--- src/rtl/core/plk_pkg.sv ---
// shared widths and constants of the per-key load ranker
`default_nettype none

package plk_pkg;

  // field widths
  localparam int LIGHT_W  = 3;
  localparam int CARS_W   = 8;
  localparam int TOTAL_W  = 24;
  localparam int PERIOD_W = 8;

  // number of ranks carried by one report
  localparam int REPORT_RANKS = 4;

  // saturation value of a running total
  localparam logic [TOTAL_W-1:0] TOTAL_MAX = {TOTAL_W{1'b1}};

  // report period after reset
  localparam logic [PERIOD_W-1:0] PERIOD_RESET = 8'd48;

endpackage

`default_nettype wire

--- src/rtl/core/plk_rec_if.sv ---
// record channel: light identifier and car count
`default_nettype none

interface plk_rec_if
  import plk_pkg::*;
();
  logic               valid;
  logic               ready;
  logic [LIGHT_W-1:0] lamp_id;
  logic [CARS_W-1:0]  cars;

  modport source (output valid, output lamp_id, output cars, input ready);
  modport sink   (input valid, input lamp_id, input cars, output ready);
endinterface

`default_nettype wire

--- src/rtl/core/plk_rank_if.sv ---
// report channel: four ranked lights with their totals
`default_nettype none

interface plk_rank_if
  import plk_pkg::*;
();
  logic               valid;
  logic               ready;
  logic [LIGHT_W-1:0] first_light;
  logic [TOTAL_W-1:0] first_cars;
  logic [LIGHT_W-1:0] second_light;
  logic [TOTAL_W-1:0] second_cars;
  logic [LIGHT_W-1:0] third_light;
  logic [TOTAL_W-1:0] third_cars;
  logic [LIGHT_W-1:0] fourth_light;
  logic [TOTAL_W-1:0] fourth_cars;

  modport source (
    output valid, output first_light, output first_cars, output second_light,
    output second_cars, output third_light, output third_cars,
    output fourth_light, output fourth_cars, input ready
  );
  modport sink (
    input valid, input first_light, input first_cars, input second_light,
    input second_cars, input third_light, input third_cars,
    input fourth_light, input fourth_cars, output ready
  );
endinterface

`default_nettype wire

--- src/rtl/core/plk_cfg_if.sv ---
// configuration write channel for the report period
`default_nettype none

interface plk_cfg_if
  import plk_pkg::*;
();
  logic                valid;
  logic                ready;
  logic [PERIOD_W-1:0] report_period;

  modport source (output valid, output report_period, input ready);
  modport sink   (input valid, input report_period, output ready);
endinterface

`default_nettype wire

--- src/rtl/core/plk_ranker.sv ---
// stable descending rank network over the light totals
`default_nettype none

module plk_ranker
  import plk_pkg::*;
#(
  parameter int NUM_LIGHTS = 4,
  parameter int IDX_W      = $clog2(NUM_LIGHTS)
) (
  input  logic [TOTAL_W-1:0] totals_i [NUM_LIGHTS],
  input  logic [IDX_W-1:0]   order_i  [NUM_LIGHTS],
  output logic [IDX_W-1:0]   order_o  [NUM_LIGHTS]
);

  logic [TOTAL_W-1:0] pos_total [NUM_LIGHTS];
  logic [IDX_W-1:0]   pos_rank  [NUM_LIGHTS];

  // totals seen in previous rank order
  always_comb begin
    for (int i = 0; i < NUM_LIGHTS; i++) begin
      pos_total[i] = totals_i[order_i[i]];
    end
  end

  // new rank: larger totals ahead, equal totals keep their old order
  always_comb begin
    for (int i = 0; i < NUM_LIGHTS; i++) begin
      pos_rank[i] = '0;
      for (int j = 0; j < NUM_LIGHTS; j++) begin
        if (j != i) begin
          if ((pos_total[j] > pos_total[i]) ||
              ((j < i) && (pos_total[j] == pos_total[i]))) begin
            pos_rank[i] = pos_rank[i] + IDX_W'(1);
          end
        end
      end
    end
  end

  // scatter each light to its rank slot
  always_comb begin
    for (int k = 0; k < NUM_LIGHTS; k++) begin
      order_o[k] = '0;
      for (int i = 0; i < NUM_LIGHTS; i++) begin
        if (pos_rank[i] == IDX_W'(k)) begin
          order_o[k] = order_i[i];
        end
      end
    end
  end

endmodule

`default_nettype wire

--- src/rtl/core/per_key_load_ranker.sv ---
// Per-light running car totals with a periodic stable ranking report.
// Records pass the input register; their reports then enter the result register.
// Throughput: one record per cycle unless stalled; ranking and accumulate share one stage.
// A record that triggers a report waits only while a full result register is not read.
// Reset: totals zero, rank order lights 1..NUM_LIGHTS, row counter zero, period 48.
`default_nettype none

module per_key_load_ranker
  import plk_pkg::*;
#(
  parameter int NUM_LIGHTS = 4
) (
  input  logic clk_i,
  input  logic rst_ni,
  plk_cfg_if.sink    cfg_i,
  plk_rec_if.sink    rec_i,
  plk_rank_if.source rank_o
);

  localparam int IDX_W = $clog2(NUM_LIGHTS);

  // input register
  logic               in_vld_q;
  logic [LIGHT_W-1:0] id_q;
  logic [CARS_W-1:0]  cars_q;

  // block state
  logic [TOTAL_W-1:0]  totals_q [NUM_LIGHTS];
  logic [IDX_W-1:0]    order_q  [NUM_LIGHTS];
  logic [PERIOD_W-1:0] row_cnt_q;
  logic [PERIOD_W-1:0] period_q;

  // result register
  logic               out_vld_q;
  logic [LIGHT_W-1:0] res_light_q [REPORT_RANKS];
  logic [TOTAL_W-1:0] res_cars_q  [REPORT_RANKS];

  logic               hit;
  logic [IDX_W-1:0]   sel_idx;
  logic [TOTAL_W:0]   sum;
  logic [TOTAL_W-1:0] sat_total;
  logic [TOTAL_W-1:0] totals_d [NUM_LIGHTS];
  logic [IDX_W-1:0]   order_d  [NUM_LIGHTS];
  logic [PERIOD_W:0]  row_next;
  logic [PERIOD_W:0]  period_eff;
  logic               report_due;
  logic               advance;
  logic [LIGHT_W-1:0] res_light_d [REPORT_RANKS];
  logic [TOTAL_W-1:0] res_cars_d  [REPORT_RANKS];

  // accumulate the registered record into its light's total
  assign hit       = (id_q != '0) && (int'(id_q) <= NUM_LIGHTS);
  assign sel_idx   = IDX_W'(id_q - LIGHT_W'(1));
  assign sum       = {1'b0, totals_q[sel_idx]} + (TOTAL_W + 1)'(cars_q);
  assign sat_total = sum[TOTAL_W] ? TOTAL_MAX : sum[TOTAL_W-1:0];

  always_comb begin
    for (int i = 0; i < NUM_LIGHTS; i++) begin
      totals_d[i] = (hit && (sel_idx == IDX_W'(i))) ? sat_total : totals_q[i];
    end
  end

  // row counting; a zero period means the full counter range
  assign row_next   = {1'b0, row_cnt_q} + (PERIOD_W + 1)'(1);
  assign period_eff = (period_q == '0) ? (PERIOD_W + 1)'(1 << PERIOD_W)
                                       : {1'b0, period_q};
  assign report_due = (row_next >= period_eff);

  // the stage moves unless a report meets a full result register that is not being read
  assign advance     = in_vld_q && (!report_due || !out_vld_q || rank_o.ready);
  assign rec_i.ready = !in_vld_q || advance;
  assign cfg_i.ready = 1'b1;

  // ranking of the updated totals
  plk_ranker #(
    .NUM_LIGHTS (NUM_LIGHTS),
    .IDX_W      (IDX_W)
  ) u_ranker (
    .totals_i (totals_d),
    .order_i  (order_q),
    .order_o  (order_d)
  );

  // report fields; ranks without a light stay zero
  for (genvar k = 0; k < REPORT_RANKS; k++) begin : g_res
    if (k < NUM_LIGHTS) begin : g_used
      assign res_light_d[k] = LIGHT_W'(int'(order_d[k]) + 1);
      assign res_cars_d[k]  = totals_d[order_d[k]];
    end else begin : g_empty
      assign res_light_d[k] = '0;
      assign res_cars_d[k]  = '0;
    end
  end

  // input register
  always_ff @(posedge clk_i or negedge rst_ni) begin
    if (!rst_ni) begin
      in_vld_q <= 1'b0;
    end else if (rec_i.valid && rec_i.ready) begin
      in_vld_q <= 1'b1;
    end else if (advance) begin
      in_vld_q <= 1'b0;
    end
  end

  always_ff @(posedge clk_i) begin
    if (rec_i.valid && rec_i.ready) begin
      id_q   <= rec_i.lamp_id;
      cars_q <= rec_i.cars;
    end
  end

  // totals, rank order, row counter and period
  always_ff @(posedge clk_i or negedge rst_ni) begin
    if (!rst_ni) begin
      for (int i = 0; i < NUM_LIGHTS; i++) begin
        totals_q[i] <= '0;
        order_q[i]  <= IDX_W'(i);
      end
      row_cnt_q <= '0;
      period_q  <= PERIOD_RESET;
    end else begin
      if (cfg_i.valid && cfg_i.ready) begin
        period_q <= cfg_i.report_period;
      end
      if (advance) begin
        totals_q <= totals_d;
        if (report_due) begin
          order_q   <= order_d;
          row_cnt_q <= '0;
        end else begin
          row_cnt_q <= row_next[PERIOD_W-1:0];
        end
      end
    end
  end

  // result register
  always_ff @(posedge clk_i or negedge rst_ni) begin
    if (!rst_ni) begin
      out_vld_q <= 1'b0;
    end else if (advance && report_due) begin
      out_vld_q <= 1'b1;
    end else if (rank_o.ready) begin
      out_vld_q <= 1'b0;
    end
  end

  always_ff @(posedge clk_i) begin
    if (advance && report_due) begin
      res_light_q <= res_light_d;
      res_cars_q  <= res_cars_d;
    end
  end

  // drive the report channel
  assign rank_o.valid        = out_vld_q;
  assign rank_o.first_light  = res_light_q[0];
  assign rank_o.first_cars   = res_cars_q[0];
  assign rank_o.second_light = res_light_q[1];
  assign rank_o.second_cars  = res_cars_q[1];
  assign rank_o.third_light  = res_light_q[2];
  assign rank_o.third_cars   = res_cars_q[2];
  assign rank_o.fourth_light = res_light_q[3];
  assign rank_o.fourth_cars  = res_cars_q[3];

endmodule

`default_nettype wire
--- src/flat_wrapper.sv ---
// flat-port wrapper written by rule: the top's interface ports become plain ports
module per_key_load_ranker_flat import plk_pkg::*;
#(
  parameter int NUM_LIGHTS = 4
)
  (clk_i, rst_ni, cfg_i_valid, cfg_i_report_period, cfg_i_ready, rec_i_valid, rec_i_lamp_id, rec_i_cars, rec_i_ready, rank_o_valid, rank_o_first_light, rank_o_first_cars, rank_o_second_light, rank_o_second_cars, rank_o_third_light, rank_o_third_cars, rank_o_fourth_light, rank_o_fourth_cars, rank_o_ready);
  plk_cfg_if cfg_i_i ();
  plk_rec_if rec_i_i ();
  plk_rank_if rank_o_i ();
  input  logic clk_i;
  input  logic rst_ni;
  input wire logic [$bits(cfg_i_i.valid)-1:0] cfg_i_valid;
  input wire logic [$bits(cfg_i_i.report_period)-1:0] cfg_i_report_period;
  output wire logic [$bits(cfg_i_i.ready)-1:0] cfg_i_ready;
  input wire logic [$bits(rec_i_i.valid)-1:0] rec_i_valid;
  input wire logic [$bits(rec_i_i.lamp_id)-1:0] rec_i_lamp_id;
  input wire logic [$bits(rec_i_i.cars)-1:0] rec_i_cars;
  output wire logic [$bits(rec_i_i.ready)-1:0] rec_i_ready;
  output wire logic [$bits(rank_o_i.valid)-1:0] rank_o_valid;
  output wire logic [$bits(rank_o_i.first_light)-1:0] rank_o_first_light;
  output wire logic [$bits(rank_o_i.first_cars)-1:0] rank_o_first_cars;
  output wire logic [$bits(rank_o_i.second_light)-1:0] rank_o_second_light;
  output wire logic [$bits(rank_o_i.second_cars)-1:0] rank_o_second_cars;
  output wire logic [$bits(rank_o_i.third_light)-1:0] rank_o_third_light;
  output wire logic [$bits(rank_o_i.third_cars)-1:0] rank_o_third_cars;
  output wire logic [$bits(rank_o_i.fourth_light)-1:0] rank_o_fourth_light;
  output wire logic [$bits(rank_o_i.fourth_cars)-1:0] rank_o_fourth_cars;
  input wire logic [$bits(rank_o_i.ready)-1:0] rank_o_ready;
  assign cfg_i_i.valid = cfg_i_valid;
  assign cfg_i_i.report_period = cfg_i_report_period;
  assign cfg_i_ready = cfg_i_i.ready;
  assign rec_i_i.valid = rec_i_valid;
  assign rec_i_i.lamp_id = rec_i_lamp_id;
  assign rec_i_i.cars = rec_i_cars;
  assign rec_i_ready = rec_i_i.ready;
  assign rank_o_valid = rank_o_i.valid;
  assign rank_o_first_light = rank_o_i.first_light;
  assign rank_o_first_cars = rank_o_i.first_cars;
  assign rank_o_second_light = rank_o_i.second_light;
  assign rank_o_second_cars = rank_o_i.second_cars;
  assign rank_o_third_light = rank_o_i.third_light;
  assign rank_o_third_cars = rank_o_i.third_cars;
  assign rank_o_fourth_light = rank_o_i.fourth_light;
  assign rank_o_fourth_cars = rank_o_i.fourth_cars;
  assign rank_o_i.ready = rank_o_ready;
  per_key_load_ranker #(.NUM_LIGHTS(NUM_LIGHTS)) u_core (.clk_i(clk_i), .rst_ni(rst_ni), .cfg_i(cfg_i_i), .rec_i(rec_i_i), .rank_o(rank_o_i));
endmodule
--- config.mk ---
export PLATFORM = sky130hd
export DESIGN_NAME = per_key_load_ranker_flat
export DESIGN_NICKNAME = d
export VERILOG_FILES = /design/src/rtl/core/plk_pkg.sv /design/src/rtl/core/plk_rec_if.sv /design/src/rtl/core/plk_rank_if.sv /design/src/rtl/core/plk_cfg_if.sv /design/src/rtl/core/plk_ranker.sv /design/src/rtl/core/per_key_load_ranker.sv /design/src/flat_wrapper.sv
export SDC_FILE = /design/constraint.sdc
export NUM_CORES = 1
export LEC_CHECK = 0
export BUFFER_PORTS_ARGS = -buffer_cell sky130_fd_sc_hd__buf_2
export CAP_MARGIN = 30
export CELL_PAD_IN_SITES_DETAIL_PLACEMENT = 1
export CELL_PAD_IN_SITES_GLOBAL_PLACEMENT = 2
export CORE_MARGIN = 2
export CORE_UTILIZATION = 24
export CTS_BUF_LIST = sky130_fd_sc_hd__clkbuf_4 sky130_fd_sc_hd__clkbuf_8 sky130_fd_sc_hd__clkbuf_16
export DETAILED_ROUTE_END_ITERATION = 6
export GPL_TIMING_DRIVEN = 0
export PLACE_DENSITY_LB_ADDON = 0.1
export SYNTH_ARGS = -nofsm -noshare
export SYNTH_HDL_FRONTEND = slang
export SYNTH_SLANG_ARGS = --single-unit
--- constraint.sdc ---
create_clock -name clk_i -period 10.6 [get_ports clk_i]
set_input_delay 1.06 -clock clk_i [delete_from_list [all_inputs] [get_ports clk_i]]
set_output_delay 1.06 -clock clk_i [all_outputs]
set_load 0.01 [all_outputs]
==> run metrics, run 1 <==
outcome complete, no violations; slowest stage delay, CP 620 ps; Area Overhead vs Synth 24.4%; fin crit period 10290 ps; CTS Buf Count 34; port buffer count 133; worst-margin pin slew 1270 ps; Filler Cell Count 10700; Starting Density 24.2%; Most used DFF post-synth edfxtp_1; Total GRT Usage 28.2%; I/O pin total 135; CP endpoint kind flip-flop; Post-Syn Instances 2480; RSZ-0062 raised after global routing no; fmax 97.2 MHz; Slew HR 15.1%; Crit path depth 36; area share of the largest cell type after synthesis 15.9%; CTS tree done; most common cell after layout, fill and taps aside o21ai_0; Sinks on Clock Net 241; Final ANT Viol Nets 0; net count after synthesis 2678; Routability Congestion 0.923; clk buf depth 3; WL per Instance 34.3 um; Site Rows 112; fin crit share 97.1%; Die Area 96300 um2; Netlist cell types 94; crit path launch type flip-flop; wirelength, routed 138000 um; Netlist Area Pre-Place 22500 um2; Final Hold Fails 0; Placement Setup Slack -2440 ps; clock latency on the worst-skew pair 570 ps; routed vias/inst 5.96; Die Ht 310 um; Worst-path clk slew 60 ps; worst clock skew 31.8 ps; MaxCap Viol Count 0; Synthesis Warnings 0; Nets 2943; most frequent cells in the layout 359 x o21ai_0, 225 x nand2_1, 168 x ha_1, 159 x buf_2, 145 x a32oi_1; Mapped Avg Cell Area 9.08 um2; Req. time, crit path 10880 ps; kind of critical path reg2reg; DR pass1 iterations 5; type of the tightest min-delay check in2async; detailed-route via count 24000; total gr overflow 0; final setup vio count 0; Area contributors post-synth edfxtp_1 16%, dfrtp_1 13%, ha_1 9.6%, o21ai_0 8.4%, mux4_2 8.0%; CP delay by family, top compound AO/OA/AOI/OAI gates; 1st-iter DRT viols 2284; Crit Path Max Fanout 19; number of global-route vias before repair 23900; layout cells sized above 1 24.8%; core area 93200 um2; CP dominant cell by count a21o_1; number of enable flip-flop cells after synthesis 119; first-pass GRT wire length 190000 um; FF-to-FF path depth 36; asr flop ratio synth 50.6%; FF+latch count, synth 241; Synth area leader edfxtp_1; Slew Viols, Final 0; Die W 310 um; # DRC 0; Worst path slowest cell mux4_2; Clock Tree Root clkbuf_16; largest net degree at the start of global routing 76; sequential share of the synthesized area 29.4%; initial antenna violation count 9; Buf/Inv on CP 9; final setup margin 310 ps; CP arrival 10570 ps; htree depth 2; post-DP HPWL 110000 um
-- registers in the layout, summed over array words and instances, names as in the netlist --
name and flops:
u_core.cars_q 8, u_core.id_q 3, u_core.in_vld_q 1, u_core.order_q 8, u_core.period_q 8, u_core.rank_o.first_cars 24, u_core.rank_o.first_light 3, u_core.rank_o.fourth_cars 24
u_core.rank_o.fourth_light 3, u_core.rank_o.second_cars 24, u_core.rank_o.second_light 3, u_core.rank_o.third_cars 24, u_core.rank_o.third_light 3, u_core.rank_o.valid 1, u_core.row_cnt_q 8, u_core.totals_q 96
-- area by class of cell --
| type | instances | area, um2 | share of cell area [%] |
|---|---|---|---|
| Antenna cell | 4 | 10.0 | 0.0357 |
| Clock inverter | 12 | 120 | 0.429 |
| Buffer | 210 | 1120 | 4.01 |
| Sequential cell | 241 | 6630 | 23.7 |
| Inverter | 80 | 305 | 1.09 |
| Timing Repair Buffer | 234 | 1690 | 6.05 |
| Multi-Input combinational cell | 1944 | 15500 | 55.5 |
| Clock buffer | 49 | 1020 | 3.66 |
| Tap cell | 1254 | 1570 | 5.60 |
-- routing by layer --
metal | wire length [um] | share of wire [%] | vias up | track usage [%]
li1 | - | - | 10200 | -
met1 | 61500 | 45 | 12500 | 39.6
met2 | 60500 | 44 | 1006 | 43.2
met3 | 11600 | 8.4 | 213 | 5.80
met4 | 4600 | 3.3 | 10 | 8.55
met5 | 60 | 0.043 | - | 0
-- cells by family (layout without fill, tap and decap cells) --
logic type               count (synthesis)  in the layout  synth area share [%]
AO/OA/AOI/OAI                         1003           1003                  29.9
AND/OR/NAND/NOR                        598            600                  12.6
buffers and inverters                  297            585                  5.64
flip-flops                             241            241                  29.4
adder cells (fa/ha/maj)                177            177                  9.83
multiplexers                           132            132                  11.4
XOR/XNOR                                31             31                  1.24
other                                    1              5                0.0166
-- per-stage QoR --
| step | TNS, ps | util (%) | hold slack (ps) | cell area, um2 | cells |
|---|---|---|---|---|---|
| 6_report | 0 | 30.1 | 439 | 28000 | 4028 |
| 5_1_grt | 0 | 30.1 | 469 | 28000 | 4024 |
| 2_1_floorplan | 0 | - | 463 | 22500 | 2480 |
| 4_1_cts | 0 | 29.4 | 438 | 27400 | 3999 |
| 3_5_place_dp | -235640 | 27.3 | 494 | 25400 | 3929 |
| 3_3_place_gp | -287970 | 26.6 | 487 | 24800 | 3867 |
-- path summary, 6_finish.rpt --
kind | start | endpoint | slack (ps)
max in group asynchronous | rst_ni | u_core.order_q[3] | 9290
min in group clk_i | u_core.totals_q[6] | u_core.totals_q[6] | 510
worst min-delay path | rst_ni | u_core.period_q[0] | 440
worst max register to register | u_core.id_q[0] | u_core.rank_o.third_cars[20] | 310
worst min register to register | u_core.totals_q[6] | u_core.totals_q[6] | 510
worst max-delay path | u_core.id_q[0] | u_core.rank_o.third_cars[20] | 310
-- cell usage after synthesis (6+ instances only) --
master,instances
o21ai_0,377
nand2_1,233
a32oi_1,176
ha_1,173
clkbuf_1,166
edfxtp_1,119
dfrtp_1,116
a21oi_1,115
nor2_1,103
nand3_1,100
mux4_2,80
inv_1,74
a21o_1,70
o21a_1,44
a31oi_1,39
nand4_1,28
or3_1,27
o21bai_1,26
a211oi_1,24
buf_2,24
a32o_1,22
mux2i_1,20
mux2_2,19
nor2b_1,18
o211ai_1,15
xnor2_1,15
xor2_1,15
nand2b_1,14
mux4_1,13
o21ai_1,13
nor3_1,11
buf_6,10
and2_1,9
and3_1,9
o211ai_2,8
buf_1,7
o31ai_1,7
a21oi_2,6
dfstp_2,6
inv_2,6
-- worst register-to-register path: cells and delay by family (launching register included) --
family                     cells  cell delay [ps]
adders and majority gates      5             1710
AOI/OAI and AO/OA             13             2890
buffers and inverters          9             2200
DFF                            1              380
and+or+nand+nor                6             1370
muxes                          3             1430
-- timing repair --
| item | CTS | global route |
|---|---|---|
| cloned | 0 | 2 |
| setup endpoints to repair | 116 | 115 |
| resized for setup | 156 | 160 |
| pin swaps | 11 | 18 |
| hold buffers | 0 | 0 |
| setup buffers | 15 | 21 |
Power of run 1 is not shown: default switching activity piles up to over one toggle a cycle in this logic, so the estimate is an artifact.
==> run 2, diff against run 1 <==
- SKIP_LAST_GASP: not set -> 1
- clock period: 10.6 -> 13.05 ns (I/O delays scaled with it)
==> run metrics, run 2 (same netlist as run 1, synthesis figures left out) <==
kind of critical path reg2reg; dpl cells 3929; core area 93200 um2; Worst-path clk slew 60 ps; outcome complete, no violations; WL per Instance 34.2 um; Non-Filler Instances 3995; number of flip-flops in the largest register 96; Crit Path Max Fanout 10; Filler Cell Count 10900; Total GRT Usage 28.0%; crit path launch type flip-flop; total gr overflow 0; Slew HR 27.1%; Final ANT Viol Nets 0; Top reg by flops u_core.totals_q; final setup vio count 0; CTS tree done; Clock Tree Root clkbuf_16; Site Rows 112; CP endpoint kind flip-flop; CP arrival 13010 ps; RSZ-0062 raised after global routing yes; worst-margin pin slew 1090 ps; fin crit share 97.5%; post-DP HPWL 110000 um; type of the tightest min-delay check reg2reg; CTS Buf Count 34; I/O pin total 135; most frequent cells in the layout 373 x o21ai_0, 231 x nand2_1, 176 x a32oi_1, 173 x ha_1, 167 x buf_2; Slew Viols, Final 0; # DRC 0; detailed-route via count 23700; slowest stage delay, CP 520 ps; Req. time, crit path 13330 ps; clock latency on the worst-skew pair 570 ps; wirelength, routed 137000 um; CP dominant cell by count a21oi_1; Area Overhead vs Synth 18.5%; clk buf depth 3; layout cells sized above 1 18.1%; Sinks on Clock Net 241; area occupied by multi-input gates 14700 um2; fin crit period 12730 ps; Starting Density 24.2%; most common cell after layout, fill and taps aside o21ai_0; Nets 2912; DR pass1 iterations 5; Worst path slowest cell clkbuf_1; Post-CTS Hold Buffers 0; area occupied by registers 6630 um2; routed vias/inst 5.93; largest net degree at the start of global routing 76; htree depth 2; port buffer count 133; post-CTS setup buffer count 0; worst clock skew 30.2 ps; first-pass GRT wire length 189000 um; number of global-route vias before repair 23600; Routability Congestion 0.923; Final Hold Fails 0; fmax 78.6 MHz; Die Area 96300 um2; Die Ht 310 um; initial antenna violation count 8; Die W 310 um; MaxCap Viol Count 0; 1st-iter DRT viols 2331
[run 2: cell types whose count changed in the layout (fill, tap and decap cells not counted), moves of 7 or more]
cell and change:
a21oi_1 +17, a21oi_2 -13, a32oi_1 +31, a32oi_2 -28, buf_2 +8, buf_4 -36, clkbuf_1 +58, clkbuf_2 -30
clkbuf_4 -18, o21ai_0 +14, o21ai_1 -7
[run 2: timing repair]
| action | in CTS | in global routing |
|---|---|---|
| endpoints found under the hold margin | 0 | 0 |
| gates resized for setup | 1 | 30 |
| setup endpoints to repair | 9 | 104 |
[run 2: final cells by class]
class                           count  area share [%]
Multi-Input combinational cell   1942            55.1
Sequential cell                   241            24.9
Tap cell                         1254            5.88
Timing Repair Buffer              198            5.04
Clock buffer                       49            3.84
Buffer                            217            3.69
Inverter                           80            1.13
Clock inverter                     12           0.450
Antenna cell                        2          0.0188
[run 2: critical path: cells and delay by family (launching register included)]
| kind | cells | cell delay (ps) |
|---|---|---|
| compound gates | 17 | 4660 |
| flops | 1 | 410 |
| mux | 2 | 850 |
| simple gates | 5 | 1230 |
| fa+ha+maj | 5 | 1500 |
| buf+inv | 14 | 3740 |
[run 2: stage by stage]
step	worst slack [ps]	hold slack, ps	setup TNS [ps]	cell area, um2	utilization [%]
4_1_cts	10.2	507	0	26600	28.5
5_1_grt	-76.3	532	-165	26700	28.6
3_3_place_gp	-401	487	-10980	24800	26.6
3_5_place_dp	13.2	494	0	25400	27.3
2_1_floorplan	4240	463	0	22500	-
6_report	324	507	0	26700	28.6
[run 2: final timing paths]
check | from | endpoint | slack [ps] | depth (start not counted)
max | u_core.id_q[0] | u_core.rank_o.third_cars[13] | 320 | 43
min | u_core.totals_q[6] | u_core.totals_q[6] | 510 | 2
max reg2reg | u_core.id_q[0] | u_core.rank_o.third_cars[13] | 320 | 43
min reg2reg | u_core.totals_q[6] | u_core.totals_q[6] | 510 | 2
max in group asynchronous | rst_ni | u_core.order_q[3] | 11480 | 2
min in group asynchronous | rst_ni | u_core.period_q[0] | 690 | 1
[run 2: per-layer routing]
metal / wire (um) / GRT usage, % / share of wire, % / vias up
met5: 45 / 0 / 0.033 / -
met4: 4230 / 8.39 / 3.1 / 8
met3: 10100 / 5.73 / 7.4 / 193
met2: 60200 / 43.0 / 44 / 976
met1: 62200 / 39.4 / 45 / 12300
li1: - / - / - / 10200
Power of run 2 is left out for the same reason.
==> run 3, diff against run 2 <==
- CORE_ASPECT_RATIO: not set -> 0.75
- CORE_UTILIZATION: 24 -> 39
==> run metrics, run 3 (same netlist as run 1, synthesis figures left out) <==
outcome finished, violations left; failing checks design-rule violations; Die Area 59700 um2; Worst path slowest cell clkbuf_1; CTS Buf Count 27; worst clock skew 49.0 ps; wirelength, routed 125000 um; Total GRT Usage 41.5%; flop-to-flop setup slack 160 ps; CTS tree done; post-DP HPWL 98700 um; fin crit period 12890 ps; CP endpoint kind flip-flop; worst-margin pin slew 1130 ps; Slew HR 24.2%; crit path launch type flip-flop; initial antenna violation count 4; Final ANT Viol Nets 0; WL per Instance 35.6 um; post-CTS sizing 0; reg2reg start u_core.id_q[0]; CP arrival 13260 ps; I/O pin total 135; Sinks on Clock Net 241; number of flip-flops in the largest register 96; FF-to-FF path depth 43; Top reg by flops u_core.totals_q; Site Rows 76; most frequent cells in the layout 376 x o21ai_0, 233 x nand2_1, 176 x a32oi_1, 173 x ha_1, 165 x buf_2; Routability Congestion 1.06; clk buf depth 3; final setup margin 161 ps; final setup vio count 0; fin crit share 98.8%; core area 57200 um2; layout cells sized above 1 17.3%; routed vias/inst 7.05; Design Area, Final 25800 um2; detailed-route via count 24800; slowest stage delay, CP 700 ps; Worst-path clk slew 70 ps; MaxCap Viol Count 0; Die Ht 212 um; clock latency on the worst-skew pair 630 ps; Slew Viols, Final 0; Crit Path Max Fanout 10; Area Overhead vs Synth 14.5%; Final Hold Fails 0; Post-CTS Hold Buffers 0; number of global-route vias before repair 24000; Nets 2901; htree depth 1; total gr overflow 0; largest net degree at the start of global routing 58; final hold slack 492 ps; fmax 77.6 MHz; most common cell after layout, fill and taps aside o21ai_0; Area after DPL 24800 um2; Die W 282 um; Starting Density 39.4%; kind of critical path reg2reg; first-pass GRT wire length 177000 um; # DRC 3; Clock Tree Root clkbuf_16; R2R Path End u_core.rank_o.second_cars[17]; Placement Setup Slack 159 ps; port buffer count 133; 1st-iter DRT viols 3525; type of the tightest min-delay check in2async; Req. time, crit path 13420 ps; DR pass1 iterations 7; post-CTS setup buffer count 0
run 3: cell count changes in the layout (fill, tap and decap cells not counted), moves of 4 or more:
cell | previous run | this run
clkbuf_1 | 154 | 164
clkbuf_2 | 18 | 8
clkbuf_16 | 35 | 27
clkbuf_8 | 7 | 0
a31oi_1 | 35 | 29
a31oi_2 | 4 | 10
clkbuf_4 | 8 | 2
clkinv_1 | 0 | 5
diode_2 | 2 | 7
o211ai_2 | 4 | 8
o211ai_4 | 4 | 0
run 3: critical path: cells and delay by family (launching register included):
kind	cells	cell delay (ps)
adder cells (fa/ha/maj)	5	1510
multiplexers	2	770
AND/OR/NAND/NOR	4	920
flip-flops	1	410
AO/OA/AOI/OAI	18	5080
buffers and inverters	14	3910
run 3: layout make-up:
cell class                 count  area, um2
fill                        6726      31500
antenna                        7       17.5
tap                          780        976
timing repair buffer         194       1280
multi-input combinational   1942      14700
sequential                   241       6630
buffer                       217        973
clock inverter                21        213
clock buffer                  29        691
inverter                      80        303
run 3: worst max-delay path by stage:
| stage | from | endpoint | slack, ps |
|---|---|---|---|
| detailed placement | u_core.id_q[0] | u_core.rank_o.fourth_cars[14] | 160 |
| global placement | u_core.id_q[0] | u_core.rank_o.fourth_cars[15] | -8 |
| CTS | u_core.id_q[0] | u_core.rank_o.fourth_cars[14] | 110 |
| floorplan | u_core.id_q[0] | u_core.rank_o.fourth_light[1] | 4240 |
| finish | u_core.id_q[0] | u_core.rank_o.second_cars[17] | 160 |
| global route | u_core.id_q[0] | u_core.rank_o.second_cars[17] | -9 |
run 3: per-layer routing:
metal | global-route usage [%] | up-vias | routed length (um)
li1 | - | 10100 | -
met1 | 58.1 | 12600 | 52900
met2 | 58.0 | 1682 | 49900
met3 | 15.7 | 328 | 17100
met4 | 14.1 | 2 | 5170
met5 | 0 | - | 7
run 3: per-stage QoR:
stage / instances / TNS (ps) / util, %
4_1_cts: 3500 / 0 / 44.9
3_3_place_gp: 3393 / -7.73 / 42.2
5_1_grt: 3505 / -11.1 / 45.0
2_1_floorplan: 2480 / 0 / -
3_5_place_dp: 3450 / 0 / 43.3
6_report: 3511 / 0 / 45.1
Power of run 3 is left out for the same reason.
